**src/rtl/qrs_pkg.sv**
```systemverilog
package qrs_pkg;

  localparam int COEFF_W  = 16;
  localparam int FRAC_W   = 16;
  localparam int DISC_W   = 34;
  localparam int ROOT_W   = 33;
  // Radicand is the discriminant shifted up by two fraction widths.
  localparam int RAD_W    = DISC_W + 2 * FRAC_W;
  localparam int SQ_STEPS = RAD_W / 2;
  localparam int SREM_W   = ROOT_W + 2;
  localparam int NB_W     = COEFF_W + 1 + FRAC_W;
  localparam int NUM_W    = NB_W + 1;
  localparam int MAG_W    = NUM_W - 1;
  localparam int DEN_W    = COEFF_W + 1;
  localparam int DIV_STEPS = MAG_W;
  localparam int IN_DATA_W  = 48;
  localparam int OUT_DATA_W = 104;

  typedef enum logic [1:0] {
    ST_TWO    = 2'd0,
    ST_DOUBLE = 2'd1,
    ST_NONE   = 2'd2,
    ST_AZERO  = 2'd3
  } status_t;

  // Sideband that travels alongside the arithmetic through every cell.
  typedef struct packed {
    logic              valid;
    logic              a_zero;
    logic              a_neg;
    logic [DISC_W-1:0] disc;
    logic [NB_W-1:0]   nb;
    logic [DEN_W-1:0]  den;
    logic [1:0]        q_neg;
  } meta_t;

endpackage

```
**src/rtl/qrs_sqrt_cell.sv**
```systemverilog
module qrs_sqrt_cell
  import qrs_pkg::*;
#(
  parameter int IDX = 0
) (
  input  logic              clk,
  input  logic              rst_n,
  input  logic              en,
  input  meta_t             meta_i,
  input  logic [SREM_W-1:0] rem_i,
  input  logic [ROOT_W-1:0] root_i,
  output meta_t             meta_o,
  output logic [SREM_W-1:0] rem_o,
  output logic [ROOT_W-1:0] root_o
);

  localparam int HI = RAD_W - 1 - 2 * IDX;

  meta_t             meta_r;
  logic [SREM_W-1:0] rem_r, rem_nxt;
  logic [ROOT_W-1:0] root_r, root_nxt;
  logic [RAD_W-1:0]  rad;
  logic [SREM_W+1:0] work;
  logic [SREM_W+1:0] trial;

  // One result bit per cell: bring down the next pair and try to subtract.
  always_comb begin
    rad   = {meta_i.disc, {(2 * FRAC_W){1'b0}}};
    work  = {rem_i, rad[HI -: 2]};
    trial = {2'b00, root_i, 2'b01};
    if (work >= trial) begin
      rem_nxt  = SREM_W'(work - trial);
      root_nxt = {root_i[ROOT_W-2:0], 1'b1};
    end else begin
      rem_nxt  = SREM_W'(work);
      root_nxt = {root_i[ROOT_W-2:0], 1'b0};
    end
  end

  always_ff @(posedge clk) begin
    if (!rst_n) begin
      meta_r.valid <= 1'b0;
    end else if (en) begin
      meta_r <= meta_i;
      rem_r  <= rem_nxt;
      root_r <= root_nxt;
    end
  end

  assign meta_o = meta_r;
  assign rem_o  = rem_r;
  assign root_o = root_r;

endmodule

```
**config.mk**
```make
export PLATFORM = sky130hd
export DESIGN_NAME = qrs_sqrt_cell
export DESIGN_NICKNAME = d
export VERILOG_FILES = /design/src/rtl/qrs_pkg.sv /design/src/rtl/qrs_sqrt_cell.sv
export SDC_FILE = /design/constraint.sdc
export NUM_CORES = 1
export LEC_CHECK = 0
export BUFFER_PORTS_ARGS = -buffer_cell sky130_fd_sc_hd__buf_2
export CAP_MARGIN = 20
export CORE_MARGIN = 8
export CORE_UTILIZATION = 40
export CTS_BUF_LIST = sky130_fd_sc_hd__clkbuf_4
export CTS_CLUSTER_DIAMETER = 150
export DETAILED_ROUTE_END_ITERATION = 8
export PLACE_DENSITY = 0.71
export SYNTH_ARGS = -nofsm -noshare
export SYNTH_HDL_FRONTEND = slang
export SYNTH_SLANG_ARGS = --single-unit
```
**constraint.sdc**
```tcl
create_clock -name clk -period 11.7 [get_ports clk]
set_input_delay 1.17 -clock clk [delete_from_list [all_inputs] [get_ports clk]]
set_output_delay 1.17 -clock clk [all_outputs]
set_load 0.01 [all_outputs]
```
Word level (Yosys, flattened, before mapping)

Cells that the tools add are included.

Input bits: 160
Output and inout port bits: 157
Logic and storage cells: 14
Register bits after elaboration: 157

Reduce and logical (&&, ||, !) cells: 1
Mux-type cells: 2
$add $sub $neg: 1
Order comparisons: 1

Operator list:

| cell                                             | count |
|---|---|
| 37-bit by 35-bit >= comparator with 1-bit output | 1 |
| 35-bit two-way mux                               | 1 |
| 35-bit subtractor                                | 1 |
| 2-bit AND reduction                              | 1 |
| 1-bit two-way mux                                | 1 |

Logic depth before layout (Yosys ltp)

Word-level depth: 2
Mapped depth: 14
Depth with buffers taken out: 11

Worst setup path before layout

Ideal clock, no wire load.

Path kind: input -> register
Start point: input port en
End point: register meta_r (netlist bit meta_o[0]), enable pin
Setup time: 0.534 ns
Path slack: 6.439 ns
Data arrival time: 4.727 ns
Cell stages on the path: 1
Required time: 11.166 ns
Path through: and2_1

Word-level cells in the longest chain between the ends: 1

Ends and longest elaborated chain:

| element                       | RTL line            | RTL |
|---|---|---|
| start, declared               | qrs_sqrt_cell.sv:8  | `input logic en,` |
| 2-bit AND reduction (no line) | -                   |  |
| end signal, assigned          | qrs_sqrt_cell.sv:44 | `meta_r <= meta_i;` |
| end, declared                 | qrs_sqrt_cell.sv:19 | `meta_t meta_r;` |

Every way passes these cells.
A chain may end at the register's enable or synchronous reset.

Worst setup path in the final report

Start point: input port rem_i[0]
End point: register rem_r[17] (netlist: rem_o[17]), data pin

Word-level cells in the longest chain between the ends: 2

Ends and longest elaborated chain:

| element                                                                                      | RTL line                                 | RTL |
|---|---|---|
| start, declared                                                                              | qrs_sqrt_cell.sv:10                      | `input logic [SREM_W-1:0] rem_i,` |
| 35-bit subtractor / 37-bit by 35-bit >= comparator with 1-bit output (equally long branches) | qrs_sqrt_cell.sv:32, qrs_sqrt_cell.sv:31 |  |
| 35-bit two-way mux (*)                                                                       | qrs_sqrt_cell.sv:31                      | `if (work >= trial) begin` |
| named net rem_nxt[17]                                                                        | qrs_sqrt_cell.sv:20                      | `logic [SREM_W-1:0] rem_r, rem_nxt;` |
| end signal, assigned                                                                         | qrs_sqrt_cell.sv:45                      | `rem_r <= rem_nxt;` |
| end, declared                                                                                | qrs_sqrt_cell.sv:20                      |  |

Mark *: on every way through the listed nets, which the timed path passes. The rest lies on a longest branch.

==> metrics.cfg <==
[critical_path]
crit_type = in2reg
cpPeakStageDelay_ps = 530
r2r-start = meta_o[88]
path_buf_inv = 2
crit_path_max_fanout = 67
cp-startpoint = rem_i[0]
cpLargestDelayFamily = compound AO/OA/AOI/OAI gates
worstPathArrival_ps = 4050
cp_data_required_time_ps = 12000
regToRegSetupSlack_ps = 11050
setup.worst_path.start_class = input pin
endpoint_kind = flip-flop
cpMaxStageDelayCell = buf_4
crit_top_cell = o211ai_1
cp_cell_sequence = buf_2 -> ha_1 -> o21a_1 -> o211ai_1 -> a311o_1 -> o211ai_1 -> o211ai_1 -> a211oi_1 -> o211ai_4 -> buf_4 -> mux2_4

[sta]
post-route-period-util_pct = 32.04
hold_viol = 0
fin_crit_ps = 3749
relSlewSlack_pct = 43.40
drv_slew = 0
clock_skew_ps = 0
tns_ps = 0
setup_viol = 0
fmax_mhz = 266.8
grt_setup_unrepaired = no
tightest_slew_ps = 849.0

[route]
postRouteAntennaNets = 0
via_per_inst = 4.910
dr.pass1.iters = 4
drc = 0
wire_per_inst_um = 19.19
drt-initial-drc-count = 234
via_count = 5391
wl_um = 21070

[grt]
grt_max_degree = 91
grt_first_pass_wirelength_um = 31210
grt.overflow.total = 0
first_global_vias = 5399
grt_antenna_before_repair = 2
track_usage_pct = 18.34

[clock_tree]
cts-root-buf = clkbuf_4
clk_latency_ps = 530
clkSlewWorstSetupHoldPaths_ps = 140
clockBufferDepth = 2
tritoncts = built
post_cts_buffers = 0
cts_htree_levels = 4
cts_hold_buf = 0
numClockSinks = 157
cts_resized = 0
numCtsBuffers = 17

[placed_design]
port_buffers = 316
dpl.hpwl_um = 16980
gp_congestion = 0.8045
placed_area_um2 = 8875

[final_layout]
nets = 1055
fillers = 1553
regArea_um2 = 4705
multi_input_area_um2 = 2131
drive_gt1_share_pct = 41.06
synthToLayoutAreaGrowth_pct = 29.97
fin_area_um2 = 9180

[min_path]
hp-start = meta_o[88]
hold_class = reg2reg

[floorplan]
dieArea_um2 = 22170
io_pins = 317
rows = 48
die_height_um = 148.9
core_area_um2 = 17300
start_util_pct = 40.83
fp.dieW_um = 148.9

[power]
powerDensity_nw_per_um2 = 137.7
p_leak_nw = 4.026
ir_drop_uv = 60.63

[synth]
async_reset_ff_share_pct = 0
ys_seq_area_share_pct = 66.61
yosysTopAreaCell = edfxtp_1
synth_area_leaders = edfxtp_1 66%, ha_1 6.2%, nand2_1 3.1%
synth.avg_cell_area_um2 = 13.23
synth_flop_cell = edfxtp_1
synth.ff_latch_count = 157
synthesis.area_um2 = 7063
syn-instance-count = 534
ys_warn_count = 0
synth_nets = 729
synth_cell_types = 47
synth-edff-count = 156
synth_top_area_share_pct = 66.32

[job]
cap_violations = 0

[run_status]
status = finished, final reports clean

## through the flow
| step | hold WS (ps) | worst slack (ps) | std cells | utilization, % | total power [W] |
|---|---|---|---|---|---|
| floorplan | 538.3 | 6439 | 534 | - | 0.0008483 |
| finish | 579.9 | 7951 | 1098 | 53.07 | 0.001264 |
| detailed placement | 562.2 | 7382 | 1065 | 51.31 | 0.0009509 |
| CTS | 594.0 | 7977 | 1096 | 52.94 | 0.001278 |
| global placement | 501.9 | 7474 | 1065 | 51.31 | 0.0009454 |
| global route | 642.8 | 7774 | 1098 | 53.07 | 0.001322 |
## final timing paths
| kind | endpoint | depth (start not counted) |
|---|---|---|
| max | rem_o[17] | 11 |
| min | meta_o[88] | 2 |
| max reg2reg | meta_o[88] | 2 |
| min reg2reg | meta_o[88] | 2 |
## layout by cell type (no fill, tap or decap), drive strengths merged, types with 2 or more instances in the layout
master,count
buf,319
edfxtp,156
nand2,59
inv,49
o21ai,43
a21oi,37
ha,35
nor2,21
a21o,19
xor2,17
clkbuf,17
xnor2,16
nand3,8
o211ai,7
o21bai,6
nand4,5
nor3,5
o21a,4
and3,4
o31ai,4
clkinv,4
or3,3
a211oi,3
clkinvlp,3
nand2b,2
nor4,2
o31a,2
nor2b,2
mux2i,2
a31o,2
a31oi,2
## Yosys cell counts, types with 2 or more instances
library cell and n:
a211oi_1 3, a21o_1 19, a21oi_1 37, a31o_2 2, a31oi_1 2, and3_1 4
buf_2 2, buf_6 4, clkbuf_1 6, edfxtp_1 156, ha_1 35, inv_1 43
mux2i_1 2, nand2_1 59, nand2b_1 2, nand3_1 8, nand4_1 5, nor2_1 21
nor2b_1 2, nor3_1 5, nor4_1 2, o211ai_1 6, o21a_1 4, o21ai_0 13
o21ai_1 29, o21bai_1 6, o31a_1 2, o31ai_1 3, or3_1 3, xnor2_1 16
xor2_1 17
## state kept, by name, summed over array words and instances (netlist names)
signal and flops:
meta_o 89, root_o 33, rem_o 35
## tightest hold or removal path: cells and delay by family, from the launching register on
kind / cells / cell delay [ps]
DFF: 1 / 350
and+or+nand+nor: 1 / 120
muxes: 1 / 80
## area by class of cell
| type | count | share of cell area [%] |
|---|---|---|
| repair buffers | 319 | 17.61 |
| multi-input cells | 322 | 23.21 |
| clock inverters | 14 | 1.690 |
| diodes | 1 | 0.02726 |
| clock buffers | 17 | 1.390 |
| flip-flops and latches | 157 | 51.25 |
| well taps | 225 | 3.067 |
| inverters | 43 | 1.758 |
## power by group
| part | internal, W | switching (W) | total (W) |
|---|---|---|---|
| Sequential | 0.000673 | 0.00000945 | 0.000682 |
| Combinational | 0.000105 | 0.000148 | 0.000253 |
| Clock | 0.000112 | 0.000217 | 0.000329 |
## layer usage
metal,up-vias,part of all wire (%),track usage (%)
li1,2634,-,-
met1,2532,37,19.79
met2,199,52,33.08
met3,24,8.8,6.280
met4,2,1.7,5.805
met5,-,0.085,0
## logic make-up after synthesis
logic type	share of synthesized area, %
AOI/OAI and AO/OA	12.05
muxes	0.4960
xor gates and xnor gates	4.092
and+or+nand+nor	7.175
adders and majority gates	6.200
DFF	66.61
buffers and inverters	3.383
Power figures use the tool's default switching activity.
