### src/rtl/qrs_pkg.sv
package qrs_pkg;

  localparam int COEFF_W  = 16;
  localparam int FRAC_W   = 16;
  localparam int DISC_W   = 34;
  localparam int ROOT_W   = 33;
  // Radicand is the discriminant shifted up by two fraction widths.
  localparam int RAD_W    = DISC_W + 2 * FRAC_W;
  localparam int SQ_STEPS = RAD_W / 2;
  localparam int SREM_W   = ROOT_W + 2;
  localparam int NB_W     = COEFF_W + 1 + FRAC_W;
  localparam int NUM_W    = NB_W + 1;
  localparam int MAG_W    = NUM_W - 1;
  localparam int DEN_W    = COEFF_W + 1;
  localparam int DIV_STEPS = MAG_W;
  localparam int IN_DATA_W  = 48;
  localparam int OUT_DATA_W = 104;

  typedef enum logic [1:0] {
    ST_TWO    = 2'd0,
    ST_DOUBLE = 2'd1,
    ST_NONE   = 2'd2,
    ST_AZERO  = 2'd3
  } status_t;

  // Sideband that travels alongside the arithmetic through every cell.
  typedef struct packed {
    logic              valid;
    logic              a_zero;
    logic              a_neg;
    logic [DISC_W-1:0] disc;
    logic [NB_W-1:0]   nb;
    logic [DEN_W-1:0]  den;
    logic [1:0]        q_neg;
  } meta_t;

endpackage

### src/rtl/qrs_div_cell.sv
module qrs_div_cell
  import qrs_pkg::*;
#(
  parameter int IDX = 0
) (
  input  logic                  clk,
  input  logic                  rst_n,
  input  logic                  en,
  input  meta_t                 meta_i,
  input  logic [1:0][DEN_W-1:0] rem_i,
  input  logic [1:0][MAG_W-1:0] num_i,
  input  logic [1:0][MAG_W-1:0] q_i,
  output meta_t                 meta_o,
  output logic [1:0][DEN_W-1:0] rem_o,
  output logic [1:0][MAG_W-1:0] num_o,
  output logic [1:0][MAG_W-1:0] q_o
);

  localparam int BIT = MAG_W - 1 - IDX;

  meta_t                 meta_r;
  logic [1:0][DEN_W-1:0] rem_r, rem_nxt;
  logic [1:0][MAG_W-1:0] num_r;
  logic [1:0][MAG_W-1:0] q_r, q_nxt;
  logic [1:0][DEN_W:0]   work;

  // Restoring division, one quotient bit per cell for both roots.
  always_comb begin
    for (int l = 0; l < 2; l++) begin
      work[l] = {rem_i[l], num_i[l][BIT]};
      if (work[l] >= {1'b0, meta_i.den}) begin
        rem_nxt[l] = DEN_W'(work[l] - {1'b0, meta_i.den});
        q_nxt[l]   = {q_i[l][MAG_W-2:0], 1'b1};
      end else begin
        rem_nxt[l] = DEN_W'(work[l]);
        q_nxt[l]   = {q_i[l][MAG_W-2:0], 1'b0};
      end
    end
  end

  always_ff @(posedge clk) begin
    if (!rst_n) begin
      meta_r.valid <= 1'b0;
    end else if (en) begin
      meta_r <= meta_i;
      rem_r  <= rem_nxt;
      num_r  <= num_i;
      q_r    <= q_nxt;
    end
  end

  assign meta_o = meta_r;
  assign rem_o  = rem_r;
  assign num_o  = num_r;
  assign q_o    = q_r;

endmodule

### config.mk
export PLATFORM = sky130hd
export DESIGN_NAME = qrs_div_cell
export DESIGN_NICKNAME = d
export VERILOG_FILES = /design/src/rtl/qrs_pkg.sv /design/src/rtl/qrs_div_cell.sv
export SDC_FILE = /design/constraint.sdc
export NUM_CORES = 1
export LEC_CHECK = 0
export ABC_AREA = 0
export BUFFER_PORTS_ARGS = -buffer_cell sky130_fd_sc_hd__buf_2
export CAP_MARGIN = 30
export CORE_AREA = 4 4 197 199
export CTS_CLUSTER_SIZE = 30
export DETAILED_ROUTE_END_ITERATION = 6
export DIE_AREA = 0 0 201 203
export GPL_ROUTABILITY_DRIVEN = 0
export PLACE_DENSITY_LB_ADDON = 0.12
export SLEW_MARGIN = 20
export SYNTH_ARGS = -nofsm -noshare
export SYNTH_HDL_FRONTEND = slang
export SYNTH_SLANG_ARGS = --single-unit
export TNS_END_PERCENT = 50
### constraint.sdc
create_clock -name clk -period 11 [get_ports clk]
set_input_delay 1.1 -clock clk [delete_from_list [all_inputs] [get_ports clk]]
set_output_delay 1.1 -clock clk [all_outputs]
set_load 0.005 [all_outputs]
# --- After elaboration in Yosys (flattened, before gate mapping) ---
# Cells that the tools add are included.
word_totals:
  reg_bits: 255
op_classes:
  addsub: 2
  reduce_logical: 1
  mux: 4
  magnitude_cmp: 2
ops:
  columns: ["op", "count"]
  rows:
  - ["18-bit by 17-bit greater-or-equal comparator with 1-bit output", 2]
  - ["17-bit two-way mux", 2]
  - ["17-bit subtractor", 2]
  - ["1-bit two-way mux", 2]
  - ["2-bit AND reduction", 1]

# --- Logic depth before layout (Yosys ltp) ---
# Gate-level depths: netlist of run 1.
depth:
  depth_word: 2
  ltp_mapped: 11
  mapped_depth_nobuf: 10

# --- Worst setup path after synthesis of run 1 ---
# Ideal clock, no wire load.
synth_path:
  path_kind: "input to register"
  startpoint: "input en"
  endpoint: "register meta_r, in the netlist meta_o[0], enable pin"
  required_ns: 10.354
  path_stages: 1
  t_arrival_ns: 6.841
  path_slack_ns: 3.513
  setup_ns: 0.646
  path_cell_list: "and2_1"
synth_between:
  elab_chain_len: 1
synth_lines:
  columns: ["item", "line_no", "rtl"]
  rows:
  - ["start: declaration", "qrs_div_cell.sv:8", "input logic en,"]
  - ["2-bit AND reduction (no source line)", null, null]
  - ["end signal: assignment", "qrs_div_cell.sv:45", "meta_r <= meta_i;"]
  - ["end: declaration", "qrs_div_cell.sv:21", "meta_t meta_r;"]
# No other way between the ends.
# A chain may end at the register's enable or synchronous reset.

==> results of run 1 <==
synth_stat cells (2+ instances only):
master and number:
edfxtp_1 254, o211ai_1 2, nand3b_1 3, or3_1 2, mux2_4 7, a21o_1 15
a2111oi_0 2, o22ai_1 3, nand2_1 16, ha_1 34, nor2b_1 4, nand2b_1 3
a211o_1 2, inv_1 24, nand4_1 4, o21ai_0 15, clkbuf_1 2, o21a_1 2
a31oi_1 5, nor2_1 17, mux2_1 2, nor3b_1 2, a211oi_1 7, nand3_1 7
buf_2 3, fa_1 2, o41ai_1 2, a21oi_1 31, xnor2_1 14, mux2_2 19
and2_1 2, and3_1 3, o21bai_1 5, nor3_1 4, mux2i_1 6, xor2_1 9
and4_1 3
metal layers:
layer	GRT usage (%)	wire length, µm	part of all wire [%]	vias to the layer above
li1	-	-	-	3293
met1	16.0	11700	36	3295
met2	27.0	16900	52	271
met3	5.83	2960	9.2	47
met4	4.03	609	1.9	10
met5	0	57	0.18	-
worst paths after layout:
path | from | slack (ps) | depth (start not counted) | endpoint
hold / removal | meta_o[88]$_SDFFE_PN0P_ | 540 | 2 | meta_o[88]$_SDFFE_PN0P_
setup / recovery | meta_i[13] | 7670 | 9 | rem_o[4]$_DFFE_PP_
setup reg to reg | meta_o[88]$_SDFFE_PN0P_ | 10400 | 2 | meta_o[88]$_SDFFE_PN0P_
hold reg to reg | meta_o[88]$_SDFFE_PN0P_ | 540 | 2 | meta_o[88]$_SDFFE_PN0P_
final cells by class:
| class | count | share of cell area, % |
|---|---|---|
| multi-input cells | 272 | 15.4 |
| flip-flops and latches | 255 | 54.1 |
| clock inverters | 21 | 1.73 |
| well taps | 474 | 4.20 |
| clock buffers | 33 | 5.39 |
| repair buffers | 515 | 18.5 |
| diodes | 4 | 0.0708 |
| inverters | 25 | 0.664 |
kinds of logic after synthesis:
family / count (synthesis) / share of synthesized area [%]
DFF: 255 / 76.9
xor gates and xnor gates: 23 / 2.02
adders and majority gates: 36 / 4.68
and+or+nand+nor: 78 / 4.31
buffers and inverters: 32 / 1.41
muxes: 34 / 4.04
AOI/OAI and AO/OA: 101 / 6.69
power groups by stage:
stage | Clock (mW) | Sequential, mW | Combinational, mW
finish | 1.01 | 1.17 | 0.309
global route | 1.09 | 1.17 | 0.343
CTS | 1.05 | 1.17 | 0.317
detailed placement | 0 | 1.19 | 0.315
global placement | 0 | 1.19 | 0.314
floorplan | 0 | 1.21 | 0.137
sequential cells by signal, indices dropped and copies added, names as in the netlist:
register / flops
meta_o: 89
num_o: 66
q_o: 66
rem_o: 34
per-stage QoR:
stage          std cells  hold WS (ps)  util [%]
2_1_floorplan        559           507         -
3_3_place_gp        1540           504      35.2
3_5_place_dp        1541           513      35.2
4_1_cts             1595           537      37.9
5_1_grt             1599           577      38.0
6_report            1599           541      38.0
worst min-delay path, cell delays in order (launching register included):
cell,delay (ps)
dfxtp_1,310
mux2i_1,120
nor2b_1,60
==> flow_summary.yaml, run 1 <==
run_status:
  status: "complete, no violations"
timing:
  fin_skew_ps: 0
  rsz0062_at_grt: "false"
  relSlewSlack_pct: 38.6
  fin_setup_tns_ps: 0
  setup_violations: 0
  fmax_mhz: 301
  tightest_slew_ps: 921
  hold_violations: 0
  fin_ws_ps: 7670
  min_period_ps: 3330
  slew_violations: 0
  min_period_over_period_pct: 30.2
worst_setup_path:
  crit_path_cell_trace: "buf_2 -> inv_1 -> ha_1 -> o21ai_1 -> nand2b_1 -> a31oi_1 -> or4b_4 -> o21ai_4 -> mux2_2"
  cp_top_family: "compound AO/OA/AOI/OAI gates"
  path_buf_inv: 2
  crit_arrival_ps: 3620
  endpoint_kind: "register"
  max_stage_delay_ps: 630
  worstPathMaxFanout: 18
  cp-start-kind: "input port"
  worstPathRequired_ps: 11300
  path_class: "input port to register"
  crit_slowest_cell: "o21ai_4"
detailed_routing:
  postRouteAntennaNets: 0
  vias: 6916
  drcViolationCount: 0
  routedWlPerCell_um: 20.2
  viasPerCell: 4.33
  drt_wl_total_um: 32300
  drt_iter0_markers: 251
  dr.pass1.iters: 6
floorplan:
  fp.dieW_um: 201
  initial_core_util_pct: 26.7
  rows: 71
  die_h_um: 203
  core_area_um2: 37200
  dieArea_um2: 40800
  ios: 513
finish:
  multiInputGateArea_um2: 2170
  fill_cells: 3635
  layout_commonest_cell: "buf_2"
  seqCellArea_um2: 7650
  final_cell_mix: "510 x buf_2, 254 x edfxtp_1, 34 x ha_1"
  fin_area_um2: 14100
  drive_above_1_share_pct: 53.2
  area_growth_pct: 42.0
  nets: 1393
clock_network:
  cts_buffer_depth: 3
  post_cts_resized: 0
  cts_setup_buffers: 0
  path_clk_slew_ps: 60
  cts_tree: "built"
  numCtsBuffers: 30
  hold_buffers: 0
  cts-root-buf: "clkbuf_16"
  clock_sinks: 255
  worstSkewPairLatency_ps: 570
  h-tree-depth: 1
pwr:
  powerDensity_nw_per_um2: 176
  power.leakage_nw: 6.00
  total_power_mw: 2.49
  ir_drop_mv: 0.115
  p_comb_share_pct: 12.4
  switchingPower_mw: 0.574
  switching_share_pct: 23.1
  power_frac_seq_pct: 47.0
  internal_power_mw: 1.92
  p_clk_share_pct: 40.6
placement:
  dpl_worst_slack_ps: 7070
  io_buffers: 510
  hpwl_um: 25600
  place_area_um2: 13100
synth:
  synth_async_sr_flop_share_pct: 0
  yosysSeqAreaShare_pct: 76.9
  syn_inst: 559
  yosysUniqueCellTypes: 59
  synth_nets: 853
  yosys_register_bits: 255
  synth_top_flop_cell: "edfxtp_1"
  syn_area_per_cell_um2: 17.8
  synth-edff-count: 254
  synth_top_area_share_pct: 76.7
  ys_top_cells_by_area: "edfxtp_1 77%, ha_1 4.3%, mux2_2 2.2%"
  netlist_area_um2: 9950
  yosysWarnings: 0
  yosys.area.top_type: "edfxtp_1"
worst_hold_path:
  hold_path_class: "register to register"
global_routing:
  grt-ovfl-total: 0
  track_usage_pct: 14.8
  grt_pass1_wl_um: 45900
  grt_max_degree: 66
  antenna_found_initial: 10
  first_global_vias: 7060
flow_run:
  drv_cap: 0
Power figures use the tool's default switching activity.
==> run 2: changes to the inputs <==
Clock period 11 ns to 2.8 ns, I/O delays scaled along.
==> flow_summary.yaml, run 2 (synthesis gave the netlist of run 1 again) <==
timing:
  min_period_ps: 2740
  tightest_slew_ps: 622
  rsz0062_at_grt: "false"
  setup_violations: 0
  hold_violations: 0
  slew_violations: 0
  fmax_mhz: 365
  min_period_over_period_pct: 98.0
  relSlewSlack_pct: 58.5
  hold_ws_ps: 43.6
  fin_skew_ps: 0
detailed_routing:
  routedWlPerCell_um: 18.6
  drcViolationCount: 0
  postRouteAntennaNets: 0
  dr.pass1.iters: 5
  viasPerCell: 4.30
  drt_wl_total_um: 34800
  drt_iter0_markers: 271
  vias: 8020
worst_setup_path:
  r2r_start: "meta_o[88]$_SDFFE_PN0P_"
  cp-start-kind: "input port"
  r2r_setup_slack_ps: 1660
  crit_arrival_ps: 3190
  path_class: "input port to register"
  worstPathRequired_ps: 3250
  endpoint_kind: "register"
  r2r_cells: 3
  rr_endpoint: "meta_o[88]$_SDFFE_PN0P_"
  worstPathMaxFanout: 5
finish:
  largest_register_ff_count: 89
  fin_cells: 1865
  seqCellArea_um2: 7650
  fill_cells: 3401
  final_cell_mix: "510 x buf_2, 254 x edfxtp_1, 238 x dlygate4sd3_1"
  multiInputGateArea_um2: 2170
  drive_above_1_share_pct: 45.0
  layout_commonest_cell: "buf_2"
  area_growth_pct: 67.5
  nets: 1661
floorplan:
  fp.dieW_um: 201
  dieArea_um2: 40800
  die_h_um: 203
  ios: 513
  rows: 71
  initial_core_util_pct: 26.7
  core_area_um2: 37200
clock_network:
  clock_sinks: 255
  cts_buffer_depth: 3
  path_clk_slew_ps: 60
  cts_tree: "built"
  cts-root-buf: "clkbuf_16"
  h-tree-depth: 1
  numCtsBuffers: 29
  worstSkewPairLatency_ps: 570
  cts_setup_buffers: 0
placement:
  hpwl_um: 26200
  io_buffers: 510
  placed_cells: 1572
worst_hold_path:
  hold_depth: 2
  hold_end: "rem_o[2]$_DFFE_PP_"
  worstHoldStart: "rem_i[1]"
  hold_path_class: "input port to register"
global_routing:
  first_global_vias: 8497
  antenna_found_initial: 3
  grt_max_degree: 81
  track_usage_pct: 16.2
  grt-ovfl-total: 0
  grt_pass1_wl_um: 51600
pwr:
  ir_drop_mv: 0.434
  total_power_mw: 9.74
  powerDensity_nw_per_um2: 584
  power.leakage_nw: 7.10
flow_run:
  drv_cap: 0
run_status:
  status: "complete, no violations"
run 2: cell types whose count changed in the layout (fill, tap and decap cells not counted), sizes merged:
cell         change
clkinv           +4
clkinvlp         +1
clkbuf           -1
buf             +31
bufinv           -4
diode            -3
dlygate4sd3    +238
run 2: what timing repair did:
action,4_1_cts,5_1_grt
endpoints found under the setup margin,0,2
hold buffers,238,0
gates resized for setup,0,1
hold endpoints to repair,237,0
run 2: where the power goes:
| part | switching [mW] | internal (mW) |
|---|---|---|
| clock network | 1.59 | 2.00 |
| logic | 0.721 | 0.846 |
| registers | 0.0609 | 4.53 |
| total | 2.37 | 7.37 |
run 2: through the flow:
stage | setup WS (ps) | instance area [µm²] | utilization [%] | setup TNS (ps)
2_1_floorplan | 280 | 9950 | - | 0
3_3_place_gp | -10.4 | 13400 | 36.0 | -10.4
3_5_place_dp | -67.0 | 13400 | 36.0 | -67.0
4_1_cts | 89.6 | 16700 | 44.8 | 0
5_1_grt | 2.58 | 16700 | 44.8 | 0
6_report | 57.3 | 16700 | 44.8 | 0
run 2: cell type report:
class                   count  area share [%]
flip-flops and latches    255            45.9
repair buffers            784            31.6
multi-input cells         272            13.0
clock buffers              32            4.42
well taps                 474            3.56
clock inverters            22           0.938
inverters                  25           0.563
diodes                      1          0.0150
run 2: worst max-delay path by stage:
stage          startpoint                  end  slack, ps  cells past startpoint
2_1_floorplan   num_i[32]  rem_o[10]$_DFFE_PP_        280                     11
3_3_place_gp    num_i[32]  rem_o[16]$_DFFE_PP_        -10                     12
3_5_place_dp    num_i[32]  rem_o[16]$_DFFE_PP_        -70                     12
4_1_cts         meta_i[2]  rem_o[16]$_DFFE_PP_         90                     12
5_1_grt         meta_i[2]  rem_o[16]$_DFFE_PP_          3                     12
6_report        meta_i[2]  rem_o[16]$_DFFE_PP_         60                     12
run 2: worst max-delay path, stage by stage:
cell           delay (ps)
dlygate4sd3_1         520
buf_2                 120
ha_1                  190
inv_1                  60
fa_1                  380
a21o_1                180
buf_4                 140
a221oi_2              310
o21bai_2              170
mux2i_1               150
a2111oi_0             490
mux2_1                220
run 2: per-layer routing:
| metal | global-route usage [%] | vias up | part of all wire (%) |
|---|---|---|---|
| met1 | 17.5 | 3823 | 37 |
| met5 | 0 | - | 0.037 |
| met2 | 30.1 | 304 | 52 |
| li1 | - | 3822 | - |
| met4 | 4.74 | 2 | 3.1 |
| met3 | 5.37 | 69 | 7.8 |
